**src/ctqp_ram.sv**
```systemverilog
// Generic simple dual-port RAM: one write port, one read port, registered read.
// No dependencies.
`default_nettype none

module ctqp_ram #(
    parameter int WIDTH = 8,
    parameter int DEPTH = 256
) (
    input  wire logic                     i_clk,
    input  wire logic                     i_we,
    input  wire logic [$clog2(DEPTH)-1:0] i_waddr,
    input  wire logic [WIDTH-1:0]         i_wdata,
    input  wire logic [$clog2(DEPTH)-1:0] i_raddr,
    output logic      [WIDTH-1:0]         o_rdata
);

    logic [WIDTH-1:0] r_mem [DEPTH];
    logic [WIDTH-1:0] r_rdata;

    always_ff @(posedge i_clk) begin
        if (i_we) begin
            r_mem[i_waddr] <= i_wdata;
        end
        r_rdata <= r_mem[i_raddr];
    end

    assign o_rdata = r_rdata;

endmodule

`default_nettype wire

```
**config.mk**
```make
export PLATFORM = sky130hd
export DESIGN_NAME = ctqp_ram
export DESIGN_NICKNAME = d
export VERILOG_FILES = /design/src/ctqp_ram.sv
export SDC_FILE = /design/constraint.sdc
export NUM_CORES = 2
export LEC_CHECK = 0
export BUFFER_PORTS_ARGS = -buffer_cell sky130_fd_sc_hd__clkbuf_2
export CORE_MARGIN = 8
export CORE_UTILIZATION = 55
export CTS_CLUSTER_DIAMETER = 80
export CTS_CLUSTER_SIZE = 14
export DETAILED_ROUTE_END_ITERATION = 6
export PLACE_DENSITY = 0.82
export SYNTH_ARGS = -nofsm -noshare
export SYNTH_HDL_FRONTEND = slang
export SYNTH_SLANG_ARGS = --single-unit
```
**constraint.sdc**
```tcl
create_clock -name i_clk -period 7.1 [get_ports i_clk]
set_clock_uncertainty 0.2 [all_clocks]
set_input_delay 0.71 -clock i_clk [delete_from_list [all_inputs] [get_ports i_clk]]
set_output_delay 0.71 -clock i_clk [all_outputs]
set_load 0.05 [all_outputs]
```
; Word level (Yosys, flattened, before mapping)
; Memory sizes are Yosys's and may differ from the RTL's. A register that Yosys moved wholly into a read port is not among the register bits.
; Index checks and enable logic that the tools add are counted.
[word_totals]
elab_cells = 3
mem_count = 1
reg_bits = 0
mem_bits_rw = 2048
out_inout_bits = 8
inputBits = 26
[op_classes]
muxes = 2
[memory_table]
columns = memory, words, width, rd, rd_clocked_by_memory_dff, write_ports, line_no
row1 = r_mem, 256, 8, 1, 1, 1, 17  ; logic [WIDTH-1:0] r_mem [DEPTH];
[ops]
columns = operator, count
row1 = 2-to-1 mux 1 bit, 2

; Depth between registers and ports, before layout
[depth]
ltp_word = 2
depth_mapped = 11
ltp_nobuf = 6

; Worst setup path before layout
; Ideal clock, no wire load.
[synth_path]
path_kind = in2reg
from = in i_raddr[0]
to = reg r_rdata[2], in the netlist o_rdata[2] (read register of r_mem)
t_required_ns = 6.769
path_buffers = 4
setup_ns = 0.131
t_arrival_ns = 2.517
stages = 9
path_slack_ns = 4.252
cell_sequence = buf_6 buf_12 buf_8 buf_2 mux4_2 a22oi_1 a21oi_1 nor4_1 nor4_2
[synth_lines]
columns = element, line_no
row1 = "start, declared", 13  ; input wire logic [$clog2(DEPTH)-1:0] i_raddr,
row2 = "end, declared", 18  ; logic [WIDTH-1:0] r_rdata;

==> flow_summary.toml <==
[run_status]
status = "complete, no violations"

[global_route]
grt_pass1_wl_um = 279000
antenna_found_initial = 14
grt_usage = 0.243
grt_use_met2 = 0.375
grt_pass1_vias = 40000
grt-busiest-layer = "met2"
overflow = 0
grtUsageMet3 = 0.0782
use_met1 = 0.325
grt_max_degree = 173

[critical_path]
r2r.worst_path.cells = 6
cp-start-kind = "input pin"
crit_arrival_ns = 4.36
cp-end-kind = "flop"
timing.rr.start = "r_mem[80][3]"
critPathKind = "in -> reg"
worstReg2RegEnd = "o_rdata[3]"
r2r_setup_slack_ns = 4.07
worst_ep_required_time_ns = 7.53
path_max_fanout = 110

[floorplanning]
pin_count = 34
die_w_um = 396
start_util = 0.554
rows = 139
die-area_sq_um = 157000
coreArea_sq_um = 144000
die-height_um = 396

[detailed_routing]
via_per_inst = 7.05
avgRoutedWirePerCell_um = 33.9
final_antenna_net_count = 0
num_vias = 40300
drtIter0Drc = 6479
drc_errors = 0
drt-pass1-iter-count = 6
wl_um = 194000

[power_and_ir_drop]
ir_worst_vdd_v = 0.000345
total_leakage_power_nw = 25.9
power_per_cell_area_nw_per_um2 = 266
power.total_w = 0.0229

[timing]
max_freq_mhz = 255
worstMarginPinSlew_ns = 1.34
slew_headroom = 0.100
hold_slack_ns = 0.305
tns_ns = 0
rsz0062_at_grt = "false"
finalSetupViolations = 0
layout_min_cycle_time_ns = 3.93
hold_viol_final = 0
finalMaxSlewViolations = 0
finalCritPeriodShare = 0.553

[clock_tree]
clk_latency_ns = 0.83
cts_setup_buffers = 0
cts_root_buffer = "clkbuf_16"
cts_tree = "built"
numCtsBuffers = 165
clk_path_buf_depth = 3
cts.sinks = 2056
clkSlewWorstSetupHoldPaths_ns = 0.06
htreeDepth = 4
ctsHoldBuffers = 0
cts_resized = 0

[cells_and_area]
layout.nets = 3790
final_cell_mix = "edfxtp_1 (2048), mux4_2 (454), nor2_1 (279)"
drive_gt1_frac = 0.198
post-route-util = 0.598
final_common_cell = "edfxtp_1"
area_growth_syn_to_layout_pct = 7.94

[flow_run]
drv_cap = 0

[hold_path]
hold_class = "in -> reg"
hp-start = "i_wdata[2]"
min_path_cells = 1
min_to = "r_mem[84][2]"

[place]
gp_congestion = 0.861
dpl.hpwl_um = 111000
portBuffers = 33

[logic_synthesis]
avgSynthCellArea_sq_um = 21.3
yosysSeqAreaShare = 0.775
syn_nets = 3759
syn-cell-area_sq_um = 79600
ys.flop_type = "edfxtp_1"
synth_cell_type_count = 55
async_flop_share = 0
synth_edf_count = 2048
synth-seq-cells = 2056
yosys_warnings = 0
synthCells = 3733
critical path, cell delays in order:
cell,delay [ns]
buf_8,0.36
buf_12,0.52
buf_4,0.51
mux4_2,0.42
mux4_2,0.51
nor2_1,0.14
a2111oi_0,0.10
nor3_1,0.76
nor4_2,0.13
cell usage after synthesis, types with 2 or more instances:
cell	count	share of area
edfxtp_1	2048	0.77
mux4_2	454	0.13
nor2_1	282	0.013
mux2i_1	134	0.017
a22oi_1	133	0.013
clkbuf_1	111	0.0052
a21oi_1	96	0.0060
o221ai_1	46	0.0051
nand3_1	34	0.0021
nand2_1	33	0.0016
buf_2	31	0.0020
nor2b_1	31	0.0024
o22ai_1	28	0.0022
buf_4	27	0.0025
nor4_1	24	0.0019
buf_1	22	0.0010
nor3_1	22	0.0014
buf_6	21	0.0030
a211oi_1	16	0.0015
a221oi_1	13	0.0014
buf_8	13	0.0025
nand4_1	10	0.00079
o211ai_1	10	0.00094
o21ai_0	10	0.00063
a22o_1	8	0.00088
buf_12	8	0.0020
dfxtp_1	8	0.0020
nand2b_1	8	0.00063
and2_1	6	0.00047
o22a_1	5	0.00055
o32ai_1	4	0.00044
or2_2	4	0.00031
nor4_2	3	0.00047
a2111oi_0	2	0.00022
a2111oi_1	2	0.00025
a311oi_1	2	0.00022
a31oi_1	2	0.00016
and3b_1	2	0.00022
mux4_1	2	0.00066
nand3b_1	2	0.00019
o21ai_1	2	0.00013
how the worst max path moves through the flow:
stage                    start    endpoint  slack (ns)  cells after the start
floorplan           i_raddr[0]  o_rdata[2]        4.25                      9
global placement    i_raddr[0]  o_rdata[4]        2.50                      7
detailed placement  i_raddr[0]  o_rdata[4]        2.49                      7
CTS                 i_raddr[0]  o_rdata[3]        3.28                      8
global route        i_raddr[0]  o_rdata[4]        3.01                      7
finish              i_raddr[1]  o_rdata[2]        3.17                      9
routing by layer:
metal,vias up,share of wire,wire length (um)
met3,599,0.14,26600
met4,10,0.044,8580
met2,3420,0.47,90400
met5,-,0.00033,63
li1,15600,-,-
met1,20700,0.35,67900
logic make-up (layout without fill, tap and decap cells):
| family | Yosys count | count (layout) | synth area share |
|---|---|---|---|
| multiplexers | 591 | 591 | 0.146 |
| flip-flops | 2056 | 2056 | 0.775 |
| AO/OA/AOI/OAI | 385 | 385 | 0.0342 |
| buffers and inverters | 235 | 304 | 0.0183 |
| AND/OR/NAND/NOR | 466 | 466 | 0.0263 |
| other | 0 | 14 | 0 |
cell type report:
cell class	instances	area [sq um]
sequential	2056	61700
fill	9484	57800
multi-input combinational	1442	16500
clock buffer	189	4220
tap	1903	2380
timing repair buffer	97	838
clock inverter	16	239
antenna	14	35.0
inverter	2	7.51
through the flow:
stage                     area, sq um  std cells  worst slack [ns]
after floorplan                 79600       3733              4.25
after global routing            85800       5707              3.01
after CTS                       85800       5705              3.28
after detailed placement        81400       5500              2.49
after global placement          81400       5500              2.50
final                           85900       5719              3.17
state kept, by name, summed over array words and instances, names as in the netlist:
register and cells:
r_mem 2048, o_rdata 8
power breakdown:
part / internal [W] / total [W] / leakage, nW / switching, W
combinational: 0.000378 / 0.00119 / 5.30 / 0.000808
clock: 0.00420 / 0.00827 / 2.17 / 0.00407
sequential: 0.0134 / 0.0134 / 18.5 / 0.0000288
Note: power is estimated with default switching activity, not from simulation.
