### config.mk
export PLATFORM = sky130hd
export DESIGN_NAME = ctqp_seq
export DESIGN_NICKNAME = d
export VERILOG_FILES = /design/src/ctqp_pkg.sv /design/src/ctqp_seq.sv
export SDC_FILE = /design/constraint.sdc
export NUM_CORES = 1
export LEC_CHECK = 0
export BUFFER_PORTS_ARGS = -buffer_cell sky130_fd_sc_hd__buf_4
export CAP_MARGIN = 30
export CORE_MARGIN = 1
export CORE_UTILIZATION = 45
export DETAILED_ROUTE_END_ITERATION = 7
export PLACE_DENSITY = 0.78
export SYNTH_ARGS = -nofsm -noshare
export SYNTH_HDL_FRONTEND = slang
export SYNTH_SLANG_ARGS = --single-unit
### constraint.sdc
create_clock -name i_clk -period 3.9 [get_ports i_clk]
set_input_delay 0.585 -clock i_clk [delete_from_list [all_inputs] [get_ports i_clk]]
set_output_delay 0.585 -clock i_clk [all_outputs]
set_load 0.03 [all_outputs]
### src/ctqp_pkg.sv
// Types and constants for the palette allocator (color table, quadratic probing).
// No dependencies; used by the sequencer, the top level and the checker.
`default_nettype none

package ctqp_pkg;

    localparam int TABLE_DEPTH_DEF = 256;

    localparam int SIZE_W   = 9;
    localparam int LEVEL_W  = 8;
    localparam int COLOR_W  = 3 * LEVEL_W;
    localparam int HASH_W   = 16;
    localparam int HCNT_W   = $clog2(HASH_W);
    localparam int SLOT_W   = 8;
    localparam int STATUS_W = 3;
    localparam int UPC_W    = 5;

    localparam int APB_AW    = 3;
    localparam int APB_DW    = 32;
    localparam int REG_IDX_W = APB_AW - 2;

    localparam logic [REG_IDX_W-1:0] REG_TABLE_SIZE = 1'b0;

    localparam logic [STATUS_W-1:0] ST_FOUND    = 3'd0;
    localparam logic [STATUS_W-1:0] ST_INSERTED = 3'd1;
    localparam logic [STATUS_W-1:0] ST_FULL     = 3'd2;
    localparam logic [STATUS_W-1:0] ST_NO_TABLE = 3'd3;
    localparam logic [STATUS_W-1:0] ST_CLEARED  = 3'd4;

    localparam logic ACT_LOOKUP = 1'b0;
    localparam logic ACT_CLEAR  = 1'b1;

    localparam logic [HASH_W-1:0] HASH_KR = 16'd67;
    localparam logic [HASH_W-1:0] HASH_KG = 16'd59;
    localparam logic [HASH_W-1:0] HASH_KB = 16'd71;

    typedef struct packed {
        logic               action;
        logic [LEVEL_W-1:0] red_level;
        logic [LEVEL_W-1:0] green_level;
        logic [LEVEL_W-1:0] blue_level;
    } t_in_item;

    typedef struct packed {
        logic [SLOT_W-1:0]   slot_index;
        logic [STATUS_W-1:0] status;
    } t_out_item;

    // Branch condition selected by a microcode word.
    typedef enum logic [3:0] {
        C_ALWAYS,
        C_CLR_MORE,
        C_OUT_BUSY,
        C_NO_ACCEPT,
        C_ACTION,
        C_NO_TABLE,
        C_DIV_MORE,
        C_SIZE_ONE,
        C_EMPTY,
        C_MATCH,
        C_K_MORE
    } t_cond_sel;

    // Datapath status seen by the sequencer.
    typedef struct packed {
        logic clr_more;
        logic out_busy;
        logic no_accept;
        logic action;
        logic no_table;
        logic div_more;
        logic size_one;
        logic empty;
        logic match;
        logic k_more;
    } t_flags;

    // One microcode word.
    typedef struct packed {
        logic                in_ready;
        logic                clr_wr;
        logic                div_init;
        logic                div_step;
        logic                pr_init;
        logic                pr_step;
        logic                ins_wr;
        logic                st_load;
        logic [STATUS_W-1:0] st_code;
        logic                st_idx;
        logic                out_load;
        t_cond_sel           cond;
        logic [UPC_W-1:0]    target;
    } t_ctrl;

endpackage

`default_nettype wire

### src/ctqp_seq.sv
// Microcode sequencer: step counter, control store and conditional branch.
// Depends on ctqp_pkg.
`default_nettype none

module ctqp_seq (
    input  wire logic            i_clk,
    input  wire logic            i_rst_n,
    input  wire ctqp_pkg::t_flags i_flags,
    output ctqp_pkg::t_ctrl      o_ctrl
);
    import ctqp_pkg::*;

    localparam logic [UPC_W-1:0] UA_RST_CLR   = 5'd0;
    localparam logic [UPC_W-1:0] UA_RST_END   = 5'd1;
    localparam logic [UPC_W-1:0] UA_EMIT      = 5'd2;
    localparam logic [UPC_W-1:0] UA_IDLE      = 5'd3;
    localparam logic [UPC_W-1:0] UA_DISPATCH  = 5'd4;
    localparam logic [UPC_W-1:0] UA_SIZE      = 5'd5;
    localparam logic [UPC_W-1:0] UA_DIV       = 5'd6;
    localparam logic [UPC_W-1:0] UA_PR_INIT   = 5'd7;
    localparam logic [UPC_W-1:0] UA_CHK_EMPTY = 5'd8;
    localparam logic [UPC_W-1:0] UA_CHK_MATCH = 5'd9;
    localparam logic [UPC_W-1:0] UA_ADVANCE   = 5'd10;
    localparam logic [UPC_W-1:0] UA_FULL      = 5'd11;
    localparam logic [UPC_W-1:0] UA_CLR       = 5'd12;
    localparam logic [UPC_W-1:0] UA_CLR_END   = 5'd13;
    localparam logic [UPC_W-1:0] UA_NOTAB     = 5'd14;
    localparam logic [UPC_W-1:0] UA_INSERT    = 5'd15;
    localparam logic [UPC_W-1:0] UA_FOUND     = 5'd16;

    // Control store. A word branches to target when its condition holds,
    // otherwise falls through to the next step.
    function automatic t_ctrl ucode(input logic [UPC_W-1:0] addr);
        t_ctrl w;
        w        = '0;
        w.cond   = C_ALWAYS;
        w.target = UA_IDLE;
        case (addr)
            UA_RST_CLR: begin
                w.clr_wr = 1'b1;
                w.cond   = C_CLR_MORE;
                w.target = UA_RST_CLR;
            end
            UA_RST_END: begin
                w.target = UA_IDLE;
            end
            UA_EMIT: begin
                w.out_load = 1'b1;
                w.cond     = C_OUT_BUSY;
                w.target   = UA_EMIT;
            end
            UA_IDLE: begin
                w.in_ready = 1'b1;
                w.cond     = C_NO_ACCEPT;
                w.target   = UA_IDLE;
            end
            UA_DISPATCH: begin
                w.cond   = C_ACTION;
                w.target = UA_CLR;
            end
            UA_SIZE: begin
                w.div_init = 1'b1;
                w.cond     = C_NO_TABLE;
                w.target   = UA_NOTAB;
            end
            UA_DIV: begin
                w.div_step = 1'b1;
                w.cond     = C_DIV_MORE;
                w.target   = UA_DIV;
            end
            UA_PR_INIT: begin
                w.pr_init = 1'b1;
                w.cond    = C_SIZE_ONE;
                w.target  = UA_FULL;
            end
            UA_CHK_EMPTY: begin
                w.cond   = C_EMPTY;
                w.target = UA_INSERT;
            end
            UA_CHK_MATCH: begin
                w.cond   = C_MATCH;
                w.target = UA_FOUND;
            end
            UA_ADVANCE: begin
                w.pr_step = 1'b1;
                w.cond    = C_K_MORE;
                w.target  = UA_CHK_EMPTY;
            end
            UA_FULL: begin
                w.st_load = 1'b1;
                w.st_code = ST_FULL;
                w.target  = UA_EMIT;
            end
            UA_CLR: begin
                w.clr_wr = 1'b1;
                w.cond   = C_CLR_MORE;
                w.target = UA_CLR;
            end
            UA_CLR_END: begin
                w.st_load = 1'b1;
                w.st_code = ST_CLEARED;
                w.target  = UA_EMIT;
            end
            UA_NOTAB: begin
                w.st_load = 1'b1;
                w.st_code = ST_NO_TABLE;
                w.target  = UA_EMIT;
            end
            UA_INSERT: begin
                w.ins_wr  = 1'b1;
                w.st_load = 1'b1;
                w.st_code = ST_INSERTED;
                w.st_idx  = 1'b1;
                w.target  = UA_EMIT;
            end
            UA_FOUND: begin
                w.st_load = 1'b1;
                w.st_code = ST_FOUND;
                w.st_idx  = 1'b1;
                w.target  = UA_EMIT;
            end
            default: begin
                w.target = UA_IDLE;
            end
        endcase
        return w;
    endfunction

    logic [UPC_W-1:0] r_upc;
    logic [UPC_W-1:0] n_upc;
    t_ctrl            ctrl;
    logic             take;

    always_comb begin
        ctrl = ucode(r_upc);
        case (ctrl.cond)
            C_ALWAYS:    take = 1'b1;
            C_CLR_MORE:  take = i_flags.clr_more;
            C_OUT_BUSY:  take = i_flags.out_busy;
            C_NO_ACCEPT: take = i_flags.no_accept;
            C_ACTION:    take = i_flags.action;
            C_NO_TABLE:  take = i_flags.no_table;
            C_DIV_MORE:  take = i_flags.div_more;
            C_SIZE_ONE:  take = i_flags.size_one;
            C_EMPTY:     take = i_flags.empty;
            C_MATCH:     take = i_flags.match;
            C_K_MORE:    take = i_flags.k_more;
            default:     take = 1'b1;
        endcase
        n_upc = take ? ctrl.target : r_upc + 1'b1;
    end

    always_ff @(posedge i_clk) begin
        if (!i_rst_n) begin
            r_upc <= UA_RST_CLR;
        end else begin
            r_upc <= n_upc;
        end
    end

    assign o_ctrl = ctrl;

endmodule

`default_nettype wire

**Word-level counts from Yosys, hierarchy flattened**

Index checks and enable logic that the tools add are counted.

- Register bits after elaboration: 5

- Multiplexer cells: 14
- Reduce and logical (&&, ||, !) cells: 5
- Equal/unequal tests: 25
- Add/sub/neg operators: 1

Operators with widths:

| operator | count |
|---|---|
| $pmux W5 S9 | 1 |
| $eq A5 B4 Y1 const B | 8 |
| $pmux W4 S10 | 1 |
| $eq A5 B3 Y1 const B | 4 |
| $pmux W4 S5 | 1 |
| $eq A4 B3 Y1 const B | 4 |
| $eq A4 B4 Y1 const B | 3 |
| $eq A5 B2 Y1 const B | 2 |
| $pmux W1 S10 | 1 |
| $mux W1 | 9 |
| $eq A4 B2 Y1 const B | 2 |
| $reduce_or A2 Y1 | 3 |
| $reduce_or A6 Y1 | 1 |
| $add A5 B1 Y5 const B | 1 |
| $eq A5 B5 Y1 const B | 1 |
| $logic_not A5 Y1 | 1 |
| $mux W5 | 1 |
| $eq A4 B1 Y1 const B | 1 |

**Depth between registers and ports, before layout**

Gate-level depths: netlist (run 1).

- Depth after elaboration: 6
- Depth in mapped cells: 10

**Worst setup path after synthesis (run 1)**

OpenSTA, ideal clock, no wires.

- Path type: reg2out
- Start point: reg r_upc[2]
- End point: out o_ctrl[1] (netlist name)
- Data required time: 3.315 ns
- Data arrival time: 2.205 ns
- Setup slack: 1.110 ns
- Stages on the path, launching flop included: 8
- Cell sequence: dfxtp_1 -> clkbuf_1 -> clkbuf_1 -> and3_1 -> ha_1 -> a31o_2 -> nor2_1 -> o2111ai_1

RTL lines:

| element | RTL line | RTL |
|---|---|---|
| start, declared | ctqp_seq.sv:129 | `logic [UPC_W-1:0] r_upc;` |
| start signal, assigned | ctqp_seq.sv:157 | `r_upc <= n_upc;` |
| end, declared | ctqp_seq.sv:9 | `output ctqp_pkg::t_ctrl o_ctrl` |

==> impl_summary.txt, run 1 <==
----------------------------------------------------
[Synth]
  Primary FF master, synth ... dfxtp_1
  Post-synth cell types ... 46
  Synth Net Count ... 145
  Synth top area share ... 0.112
  Register area share after synthesis ... 0.112
  Most frequent cell after synthesis ... nand2_1
  Post-synthesis instance area ... 892 µm²
  Yosys top cell by area ... dfxtp_1
  Synth area leaders ... dfxtp_1 11%, mux2i_1 7.9%, ha_1 7.0%
  Mean cell area of the mapped netlist ... 6.97 µm²
  Register bit total from synthesis ... 5
  Post-Syn Instances ... 128
  Fraction of registers with async set/reset ... 0
  Syn. warnings ... 0
  Commonest cells in the synthesized netlist ... 14 x nand2_1, 12 x nor2_1, 10 x inv_1
  Number of flops mapped to enable cells by yosys ... 0

[Critical path]
  Source of the worst register-to-register timing path ... r_upc[0]
  Master of the slowest instance on the critical path ... ha_1
  Worst endpoint required time ... 3.31 ns
  FF-to-FF End ... r_upc[0]
  Sort of element at the start of the critical path ... flip-flop
  Crit path cell chain ... ha_1 > and3_1 > ha_1 > a31o_2 > nor2_1 > o2111ai_1 > buf_4
  Most numerous cell on the critical path ... ha_1
  Count of cells along the worst register-to-register path ... 8
  Critical path capture point type ... output pin
  Reg-to-reg setup timing slack ... 1.03 ns
  Crit path kind ... flip-flop to output pin
  Critical path arrival ... 2.32 ns
  Largest driver fanout on the critical path ... 12
  CP max stage delay ... 0.39 ns

[Route]
  Residual DRC ... 0
  Drt pass-1 iters ... 4
  Vias post-DR ... 1036
  Via count normalized by instance count ... 5.79
  Post-route antenna net violation count ... 0
  First-iteration detailed-routing DRC count ... 15
  Overall routed net length ... 2460 µm
  Wire per inst ... 13.7 µm

[Clock network]
  TritonCTS Sinks ... 5
  Clock latency on the worst-skew pair ... 0.24 ns
  Root Buffer ... clkbuf_4
  Count of cells resized by post-cts repair ... 0
  Clock edge transition at the registers on the reported setup and hold paths ... 0.04 ns
  Number of post-CTS setup repair buffers ... 0
  Level count of the clock H-tree ... 1
  Number of hold buffers added after CTS ... 0
  Clock tree from TritonCTS ... built
  TritonCTS Buffers ... 3
  Maximum root-to-sink buffer count ... 2

[Cells and area]
  Area occupied by multi-input gates ... 698 µm²
  Fill cell instance count of the final layout ... 170
  Signed area change from the synthesized netlist to the final layout ... 28.3%
  Registers with the highest flip-flop counts ... r_upc: 5 flops
  Largest register FFs ... 5
  Final layout net count ... 172
  Diode insertion count for antenna repair ... 0
  Register ranked first by flip-flop count ... r_upc
  Flip-flop and latch area ... 100 µm²
  Ratio of cells with drive above 1 in the final layout ... 0.305

[Timing]
  Final setup violation count ... 0
  Min Hold Slack ... 0.652 ns
  Number of endpoints with negative hold slack in the final report ... 0
  Setup repair after global routing missed its margin ... false
  Minimum clock period ... 2.91 ns
  Transition time at the pin with the least slew margin ... 0.835 ns
  Final number of max-transition violations ... 0
  Final worst path period share ... 0.746
  Worst Skew ... 0.0000994 ns
  Total Neg Setup Slack ... 0 ns
  Maximum clock frequency ... 344 MHz
  Worst slew margin relative to its limit ... 0.443
  Final worst setup slack ... 0.990 ns

[Floorplanning]
  Core Rows ... 15
  Number of placed I/O pins ... 34
  Horizontal extent of the die ... 46.5 µm
  Chip Height ... 46.5 µm
  Die area ... 0.00216 mm²
  Effective utilization at floorplan ... 0.500
  Core Area ... 0.00178 mm²

[Min path]
  Hold Crit Endpoint ... r_upc[2]
  Startpoint of the tightest hold check path ... i_rst_n
  Worst hold stages ... 3
  Class of the most critical hold timing path ... input pin to flip-flop

[Pwr]
  Final Power ... 0.000828 W
  Leak Pwr ... 0.521 nW
  Max IR drop VDD ... 475 µV
  PD cells ... 723 mW/mm²

[Outcome]
  Outcome ... finished clean

[GRT]
  Pin count of the biggest net entering global routing ... 26
  Global routing usage on met1 ... 0.315
  Total global-route track usage ... 0.252
  Global-route wire length before repair ... 3890 µm
  Met2 track utilization from global routing ... 0.400
  Global routing met3 resource utilization ... 0.0431
  Via count of the first global-routing pass ... 897
  Layer with the highest usage after global routing ... met2
  Gr ovfl total ... 0
  Number of antenna violations at the first check in global routing ... 0

[Job]
  Maximum capacitance violations ... 0

[Placed design]
  Worst slack, placed ... 1.07 ns
  Buffers on Ports ... 33
  GP Congestion ... 0.806
  Final HPWL from detailed placement ... 1920 µm

----------------------------------------------------
worst max-delay path by stage:
stage / startpoint / endpoint / slack [ns] / cells past startpoint
2_1_floorplan: r_upc[2] / o_ctrl[1] / 1.11 / 7
3_3_place_gp: r_upc[0] / r_upc[3] / 1.22 / 8
3_5_place_dp: r_upc[0] / r_upc[4] / 1.07 / 8
5_1_grt: r_upc[2] / o_ctrl[5] / 0.82 / 5
6_report: r_upc[0] / o_ctrl[1] / 0.99 / 7
4_1_cts: r_upc[0] / o_ctrl[1] / 1.02 / 7
report_power, final:
group	switching [W]	total (W)	leakage [nW]	internal, W
registers	0.0000372	0.000102	0.0409	0.0000651
clock network	0.0000185	0.0000570	0.0150	0.0000385
logic	0.000397	0.000669	0.466	0.000272
metrics by stage:
stage,instances,util,area [µm²]
final,179,0.642,1140
after global routing,179,0.642,1140
after CTS,179,0.642,1140
after detailed placement,175,0.627,1120
after global placement,175,0.627,1120
after floorplan,128,-,892
logic make-up (layout without fill, tap and decap cells):
family | count (synthesis) | in the layout | share of synthesized area
DFF | 5 | 5 | 0.112
and+or+nand+nor | 54 | 54 | 0.331
buffers and inverters | 22 | 48 | 0.105
AOI/OAI and AO/OA | 32 | 32 | 0.271
muxes | 8 | 8 | 0.0912
adders and majority gates | 5 | 5 | 0.0701
xor gates and xnor gates | 2 | 2 | 0.0196
worst max-delay path: cells and delay by family, from the launching register on:
kind	cells	cell delay, ns
AOI/OAI and AO/OA	2	0.43
adders and majority gates	2	0.61
buffers and inverters	1	0.22
DFF	1	0.34
and+or+nand+nor	2	0.49
cell usage in the layout, fill, tap and decap left out, types with 2 or more instances in the layout:
master     n
buf_4     33
clkbuf_4   3
ha_1       5
nor2_1    12
dfxtp_1    5
nand2_1   14
nand3b_1   2
o21ai_0    5
o21bai_1   2
nand2b_1   4
o21a_1     2
inv_1     10
mux2i_1    7
a21oi_1    7
a211oi_1   3
nor2b_1    2
nand3_1    3
o211ai_1   2
nor3_1     7
final cells by class:
cell class / count / area share
Clock buffer: 4 / 0.0230
Inverter: 11 / 0.0361
Multi-Input combinational cell: 101 / 0.610
Sequential cell: 5 / 0.0874
Tap cell: 25 / 0.0273
Timing Repair Buffer: 33 / 0.216
metal layers:
metal	wire length (µm)	part of all wire
met1	1050	0.43
met4	57	0.023
met2	1270	0.52
met5	0	0
met3	87	0.035
No activity file was read; power rests on OpenSTA's default activity.
==> run 2: changes to the inputs <==
--- a/config.mk
+++ b/config.mk
@@ -5,12 +5,13 @@
 export SDC_FILE = /design/constraint.sdc
 export NUM_CORES = 1
 export LEC_CHECK = 0
+export ABC_AREA = 1
 export BUFFER_PORTS_ARGS = -buffer_cell sky130_fd_sc_hd__buf_4
 export CAP_MARGIN = 30
 export CORE_MARGIN = 1
-export CORE_UTILIZATION = 45
+export CORE_UTILIZATION = 43
 export DETAILED_ROUTE_END_ITERATION = 7
-export PLACE_DENSITY = 0.78
+export PLACE_DENSITY = 0.79
 export SYNTH_ARGS = -nofsm -noshare
 export SYNTH_HDL_FRONTEND = slang
 export SYNTH_SLANG_ARGS = --single-unit
==> constraint.sdc (replaced) <==
create_clock -name i_clk -period 2.6 [get_ports i_clk]
set_input_delay 0.39 -clock i_clk [delete_from_list [all_inputs] [get_ports i_clk]]
set_output_delay 0.39 -clock i_clk [all_outputs]
set_load 0.03 [all_outputs]
==> run 2 against run 1 <==
  * Clock power rose by 55%
  * Synthesized cell count grew 10%
  * Clock-buffer cell count fell by 1
  * Sequential power rose by 67%
  * Combinational power rose by 130%
  * Area after synthesis decreased by 4.8%
  * First-iteration DRC count shrank 27%
  * Sequential share of layout area down 0.24 points
  * Die area shrank 0.32%
  * Total power up 120%
  * Critical path type unchanged
  * Largest power group unchanged
==> impl_summary.txt, run 2 <==
----------------------------------------------------
[Outcome]
  Outcome ... finished clean

[Clock network]
  TritonCTS Buffers ... 3 (unchanged)
  Root Buffer ... clkbuf_4
  TritonCTS Sinks ... 5 (unchanged)
  Number of hold buffers added after CTS ... 0 (unchanged)
  Clock edge transition at the registers on the reported setup and hold paths ... 0.05 ns (about the same)
  Level count of the clock H-tree ... 1 (unchanged)
  Clock tree from TritonCTS ... built
  Maximum root-to-sink buffer count ... 2 (unchanged)
  Clock latency on the worst-skew pair ... 0.24 ns (about the same)

[Critical path]
  Critical path arrival ... 2.08 ns (-0.24 ns)
  CP max stage delay ... 0.34 ns (-0.05 ns)
  Crit path kind ... flip-flop to output pin
  Worst endpoint required time ... 2.21 ns (-1.10 ns)
  Largest driver fanout on the critical path ... 5 (-7)
  Critical path capture point type ... output pin
  Master of the slowest instance on the critical path ... dfxtp_2
  Crit path cell chain ... inv_1 > ha_1 > inv_1 > nor2_1 > nand2_1 > nand2_1 > nor4_4 > nor2b_4 > inv_1 > buf_4
  Worst Path Buf+Inv ... 4 (+3)
  Sort of element at the start of the critical path ... flip-flop
  Most numerous cell on the critical path ... inv_1
  Largest delay share family, worst path ... simple AND/OR/NAND/NOR gates

[Cells and area]
  Post-layout instance count excluding filler cells ... 203 (+13%)
  Area occupied by multi-input gates ... 689 µm² (-1.3%)
  Most common cell after layout, fill and taps aside ... nand2_1
  Summed area of non-filler cells in the final layout ... 0.00121 mm² (+5.4%)
  Diode insertion count for antenna repair ... 0 (unchanged)
  Ratio of cells with drive above 1 in the final layout ... 0.421 (+0.116)
  Fill cell instance count of the final layout ... 160 (-5.9%)
  Final layout net count ... 196 (+14%)
  Signed area change from the synthesized netlist to the final layout ... 42.0%
  Flip-flop and latch area ... 103 µm² (+2.5%)
  Most frequent cells in the layout ... 36 x nand2_1, 34 x buf_4, 21 x nor2_1, 20 x inv_1
  Largest register FFs ... 5 (unchanged)
  Final Core Density ... 0.676 (+0.0344)
  Register ranked first by flip-flop count ... r_upc
  Registers with the highest flip-flop counts ... r_upc: 5 flops

[Placed design]
  Area post-placement ... 0.00112 mm² (+0.22%)
  DP Cell Count ... 198 (+13%)
  Final HPWL from detailed placement ... 1910 µm (-0.41%)
  Worst slack, placed ... 0.217 ns (-0.855 ns)
  GP Congestion ... 0.809 (+0.45%)
  Buffers on Ports ... 33 (unchanged)

[Route]
  Wire per inst ... 11.6 µm (-16%)
  Overall routed net length ... 2350 µm (-4.4%)
  First-iteration detailed-routing DRC count ... 11 (-4)
  Via count normalized by instance count ... 4.96 (-14%)
  Drt pass-1 iters ... 4 (unchanged)
  Vias post-DR ... 1007 (-2.8%)
  Residual DRC ... 0 (unchanged)
  Post-route antenna net violation count ... 0 (unchanged)

[Timing]
  Final worst setup slack ... 0.129 ns (-0.861 ns)
  Min Hold Slack ... 0.407 ns (-0.246 ns)
  Maximum clock frequency ... 405 MHz
  Worst Skew ... 0.00376 ns (+0.00366 ns)
  Final setup violation count ... 0 (unchanged)
  Number of endpoints with negative hold slack in the final report ... 0 (unchanged)
  Final worst path period share ... 0.950
  Minimum clock period ... 2.47 ns
  Final number of max-transition violations ... 0 (unchanged)
  Transition time at the pin with the least slew margin ... 0.420 ns (-0.415 ns)
  Worst slew margin relative to its limit ... 0.719 (+0.276)

[Pwr]
  PD cells ... 1480 mW/mm² (+110%)
  Max IR drop VDD ... 1010 µV (+110%)
  Leak Pwr ... 0.764 nW (+47%)

[Synth]
  Synth top area share ... 0.159 (+0.0469)
  Post-synth cell types ... 28 (-39%)
  Register area share after synthesis ... 0.118 (+0.00562)
  Register bit total from synthesis ... 5 (unchanged)
  Commonest cells in the synthesized netlist ... 36 x nand2_1, 21 x nor2_1, 20 x inv_1
  Post-Syn Instances ... 141 (+10%)
  Most frequent cell after synthesis ... nand2_1
  Mean cell area of the mapped netlist ... 6.03 µm² (-14%)
  Fraction of registers with async set/reset ... 0 (unchanged)
  Post-synthesis instance area ... 850 µm² (-4.8%)
  Synth Net Count ... 158 (+9.0%)
  Primary FF master, synth ... dfxtp_1
  Number of flops mapped to enable cells by yosys ... 0 (unchanged)
  Yosys top cell by area ... nand2_1
  Synth area leaders ... nand2_1 16%, dfxtp_1 12%, nor2_1 9.3%
  Syn. warnings ... 0 (unchanged)

[GRT]
  Total global-route track usage ... 0.224 (-0.0276)
  Via count of the first global-routing pass ... 846 (-5.7%)
  Gr ovfl total ... 0 (unchanged)
  Number of antenna violations at the first check in global routing ... 0 (unchanged)
  Global-route wire length before repair ... 3470 µm (-11%)
  Pin count of the biggest net entering global routing ... 9 (-65%)

[Floorplanning]
  Horizontal extent of the die ... 46.5 µm (-0.16%)
  Core Area ... 0.00178 mm² (unchanged)
  Die area ... 0.00216 mm² (-0.32%)
  Core Rows ... 15 (unchanged)
  Number of placed I/O pins ... 34 (unchanged)
  Effective utilization at floorplan ... 0.476 (-0.0239)
  Chip Height ... 46.5 µm (-0.16%)

[Job]
  Maximum capacitance violations ... 0 (unchanged)

[Min path]
  Class of the most critical hold timing path ... input pin to flip-flop

----------------------------------------------------
[run 2: worst paths after layout]
kind	from	to	slack [ns]	cells past startpoint
max	r_upc[0]	o_ctrl[1]	0.13	10
min	i_rst_n	r_upc[1]	0.41	3
max reg2reg	r_upc[0]	r_upc[2]	0.47	13
min reg2reg	r_upc[0]	r_upc[0]	0.58	3
[run 2: worst register-to-register path: stages (launching register included)]
cell     delay, ns
dfxtp_2       0.34
inv_1         0.08
ha_1          0.23
inv_1         0.09
nor2_1        0.34
nand2_1       0.18
nand2_1       0.10
nor2_1        0.06
nand3_1       0.10
a21oi_2       0.07
nor2_4        0.12
nand3_4       0.12
nor2_1        0.14
nor2_2        0.05
[run 2: metal layers]
| metal | share of wire | global-route usage | up-vias |
|---|---|---|---|
| li1 | - | - | 515 |
| met1 | 0.43 | 0.274 | 459 |
| met2 | 0.52 | 0.394 | 33 |
| met3 | 0.052 | 0.0314 | 0 |
| met4 | 0 | 0.0706 | 0 |
| met5 | 0 | 0 | - |
[run 2: cell type report]
class | count | area share
Clock buffer | 3 | 0.0187
Clock inverter | 1 | 0.00415
Inverter | 26 | 0.0830
Multi-Input combinational cell | 109 | 0.572
Sequential cell | 5 | 0.0851
Tap cell | 25 | 0.0259
Timing Repair Buffer | 34 | 0.212
[run 2: timing repair]
item	CTS	global route
setup endpoints to repair	1	2
pin swaps	0	2
gates resized for setup	1	10
buffers inserted	0	1
[run 2: cells by family after synthesis]
| logic type | share of synthesized area |
|---|---|
| AND/OR/NAND/NOR | 0.589 |
| buffers and inverters | 0.127 |
| AO/OA/AOI/OAI | 0.0722 |
| adder cells (fa/ha/maj) | 0.0736 |
| flip-flops | 0.118 |
| XOR/XNOR | 0.0206 |
[run 2: power by group]
| part | switching [W] | internal, W |
|---|---|---|
| logic | 0.000990 | 0.000542 |
| registers | 0.0000557 | 0.000114 |
| clock network | 0.0000327 | 0.0000557 |
| total | 0.00108 | 0.000711 |
[run 2: stage by stage]
stage	power, W	setup TNS, ns
global placement	0.00160	0
finish	0.00179	0
CTS	0.00173	0
floorplan	0.00125	0
global route	0.00195	-0.0521
detailed placement	0.00162	0
==> run 3: changes to the inputs <==
--- a/config.mk
+++ b/config.mk
@@ -8,6 +8,7 @@
 export ABC_AREA = 1
 export BUFFER_PORTS_ARGS = -buffer_cell sky130_fd_sc_hd__buf_4
 export CAP_MARGIN = 30
+export CORE_ASPECT_RATIO = 1.1
 export CORE_MARGIN = 1
 export CORE_UTILIZATION = 43
 export DETAILED_ROUTE_END_ITERATION = 7
==> run 3 against run 2 <==
  * Total power rose by 0.73%
  * Critical path type unchanged
  * Design area rose by 0.31%
  * Sequential cell count did not move
  * Critical path depth did not move
==> impl_summary.txt, run 3 (synthesis gave the netlist of run 2 again) <==
----------------------------------------------------
[Floorplanning]
  Die area ... 0.00216 mm² (about the same)
  Core Area ... 0.00182 mm² (+2.2%)
  Chip Height ... 48.6 µm (+4.7%)
  Core Rows ... 16 (+1)
  Effective utilization at floorplan ... 0.466 (-0.0101)
  Horizontal extent of the die ... 44.4 µm (-4.5%)
  Number of placed I/O pins ... 34 (unchanged)

[Pwr]
  Final Power ... 0.00180 W (+0.73%)
  Leak Pwr ... 0.772 nW (+0.99%)
  Power dissipated by switching net loads ... 0.00107 W (-0.70%)
  Combinational Power Share ... 0.857 (about the same)
  PD cells ... 1490 mW/mm² (+0.41%)
  Internal power contribution ... 0.000732 W (+2.9%)
  Power share of the clock group ... 0.051 (+0.002)
  Max IR drop VDD ... 877 µV (-14%)
  Sequential fraction of design power ... 0.092 (-0.003)
  Switching part of the total power ... 0.594 (-0.00852)

[Min path]
  Class of the most critical hold timing path ... input pin to flip-flop

[Route]
  First-iteration detailed-routing DRC count ... 19 (+8)
  Post-route antenna net violation count ... 0 (unchanged)
  Via count normalized by instance count ... 4.93 (-0.57%)
  Drt pass-1 iters ... 4 (unchanged)
  Wire per inst ... 11.2 µm (-3.1%)
  Vias post-DR ... 1021 (+1.4%)
  Residual DRC ... 0 (unchanged)
  Overall routed net length ... 2320 µm (-1.2%)

[Cells and area]
  Final layout net count ... 198 (+1.0%)
  Final Core Density ... 0.664 (-0.0123)
  Most frequent cells in the layout ... 36 x nand2_1, 36 x buf_4, 21 x nor2_1, 19 x inv_1
  Register ranked first by flip-flop count ... r_upc
  Largest register FFs ... 5 (unchanged)
  Diode insertion count for antenna repair ... 0 (unchanged)
  Ratio of cells with drive above 1 in the final layout ... 0.417 (-0.00468)
  Signed area change from the synthesized netlist to the final layout ... 42.4%
  Post-layout instance count excluding filler cells ... 207 (+2.0%)
  Registers with the highest flip-flop counts ... r_upc: 5 flops

[Critical path]
  Critical path capture point type ... output pin
  Count of cells along the worst register-to-register path ... 13 (unchanged)
  Last element of the critical path ... o_ctrl[1]
  Largest driver fanout on the critical path ... 5 (unchanged)
  Sort of element at the start of the critical path ... flip-flop
  Source of the worst register-to-register timing path ... r_upc[0]
  Critical path launch point ... r_upc[0]
  Worst endpoint required time ... 2.21 ns (about the same)
  Critical path arrival ... 2.14 ns (+0.06 ns)
  FF-to-FF End ... r_upc[2]
  Crit path kind ... flip-flop to output pin
  Reg-to-reg setup timing slack ... 0.44 ns (-0.03 ns)

[Clock network]
  Root Buffer ... clkbuf_4
  Level count of the clock H-tree ... 1 (unchanged)
  TritonCTS Sinks ... 5 (unchanged)
  Clock latency on the worst-skew pair ... 0.25 ns (about the same)
  Maximum root-to-sink buffer count ... 2 (unchanged)
  Clock edge transition at the registers on the reported setup and hold paths ... 0.04 ns (about the same)
  TritonCTS Buffers ... 3 (unchanged)
  Clock tree from TritonCTS ... built

[Placed design]
  Final HPWL from detailed placement ... 1870 µm (-2.3%)
  GP Congestion ... 0.827 (+2.3%)
  Buffers on Ports ... 33 (unchanged)
  DP Cell Count ... 200 (+1.0%)

[GRT]
  Global-route wire length before repair ... 3820 µm (+10%)
  Number of antenna violations at the first check in global routing ... 0 (unchanged)
  Pin count of the biggest net entering global routing ... 9 (unchanged)
  Via count of the first global-routing pass ... 903 (+6.7%)
  Total global-route track usage ... 0.230 (+0.00580)
  Gr ovfl total ... 0 (unchanged)

[Timing]
  Maximum clock frequency ... 395 MHz (-2.4%)
  Final setup violation count ... 0 (unchanged)
  Minimum clock period ... 2.53 ns (+0.0603 ns)
  Final number of max-transition violations ... 0 (unchanged)
  Min Hold Slack ... 0.399 ns (-0.00717 ns)
  Worst Skew ... 0.00482 ns (+0.00106 ns)
  Final worst path period share ... 0.974 (+0.0232)
  Transition time at the pin with the least slew margin ... 0.440 ns (+0.0200 ns)
  Worst slew margin relative to its limit ... 0.704 (-0.0146)
  Number of endpoints with negative hold slack in the final report ... 0 (unchanged)
  Total Neg Setup Slack ... 0 ns (unchanged)

[Outcome]
  Outcome ... finished clean

[Job]
  Maximum capacitance violations ... 0 (unchanged)

----------------------------------------------------
run 3: how the worst min path moves through the flow:
stage,from,end,slack (ns),cells past startpoint
floorplan,i_rst_n,r_upc[3],0.51,2
global placement,r_upc[0],r_upc[0],0.58,3
detailed placement,r_upc[0],r_upc[0],0.61,3
CTS,i_rst_n,r_upc[1],0.40,3
global route,i_rst_n,r_upc[4],0.40,3
finish,i_rst_n,r_upc[1],0.40,3
run 3: layout make-up:
type	count	area, µm²
Sequential cell	5	101
Multi-Input combinational cell	109	678
Tap cell	27	33.8
Clock buffer	4	26.3
Inverter	26	100
Timing Repair Buffer	36	270
Fill cell	168	612
run 3: per-layer routing:
| layer | wire [µm] | global-route usage |
|---|---|---|
| met5 | 0 | 0 |
| met4 | 20 | 0.0758 |
| met3 | 54 | 0.0224 |
| met2 | 1250 | 0.402 |
| met1 | 1000 | 0.284 |
run 3: critical path, cell delays in order, from the launching register on:
cell and delay (ns):
dfxtp_2 0.34, inv_1 0.09, ha_1 0.24, inv_1 0.08, nor2_1 0.35, nand2_1 0.19, nand2_1 0.17, nor4_4 0.05
nor2b_4 0.14, inv_1 0.08, buf_4 0.16
run 3: stage by stage:
stage	cell area [µm²]	worst slack, ns
floorplan	850	0.0776
global placement	1120	0.303
detailed placement	1120	0.202
CTS	1160	0.0125
global route	1210	-0.0500
finish	1210	0.0687
run 3: repair_timing:
item	CTS	global route
pin swaps	0	2
resized for setup	2	7
hold buffers	0	0
endpoints found under the setup margin	1	2
buffers inserted	0	3
run 3: power groups by stage:
stage | clock network (W) | registers [W] | logic [W]
floorplan | 0 | 0.000141 | 0.00111
global placement | 0 | 0.000160 | 0.00143
detailed placement | 0 | 0.000163 | 0.00145
CTS | 0.0000946 | 0.000162 | 0.00147
global route | 0.000107 | 0.000171 | 0.00169
finish | 0.0000916 | 0.000165 | 0.00155
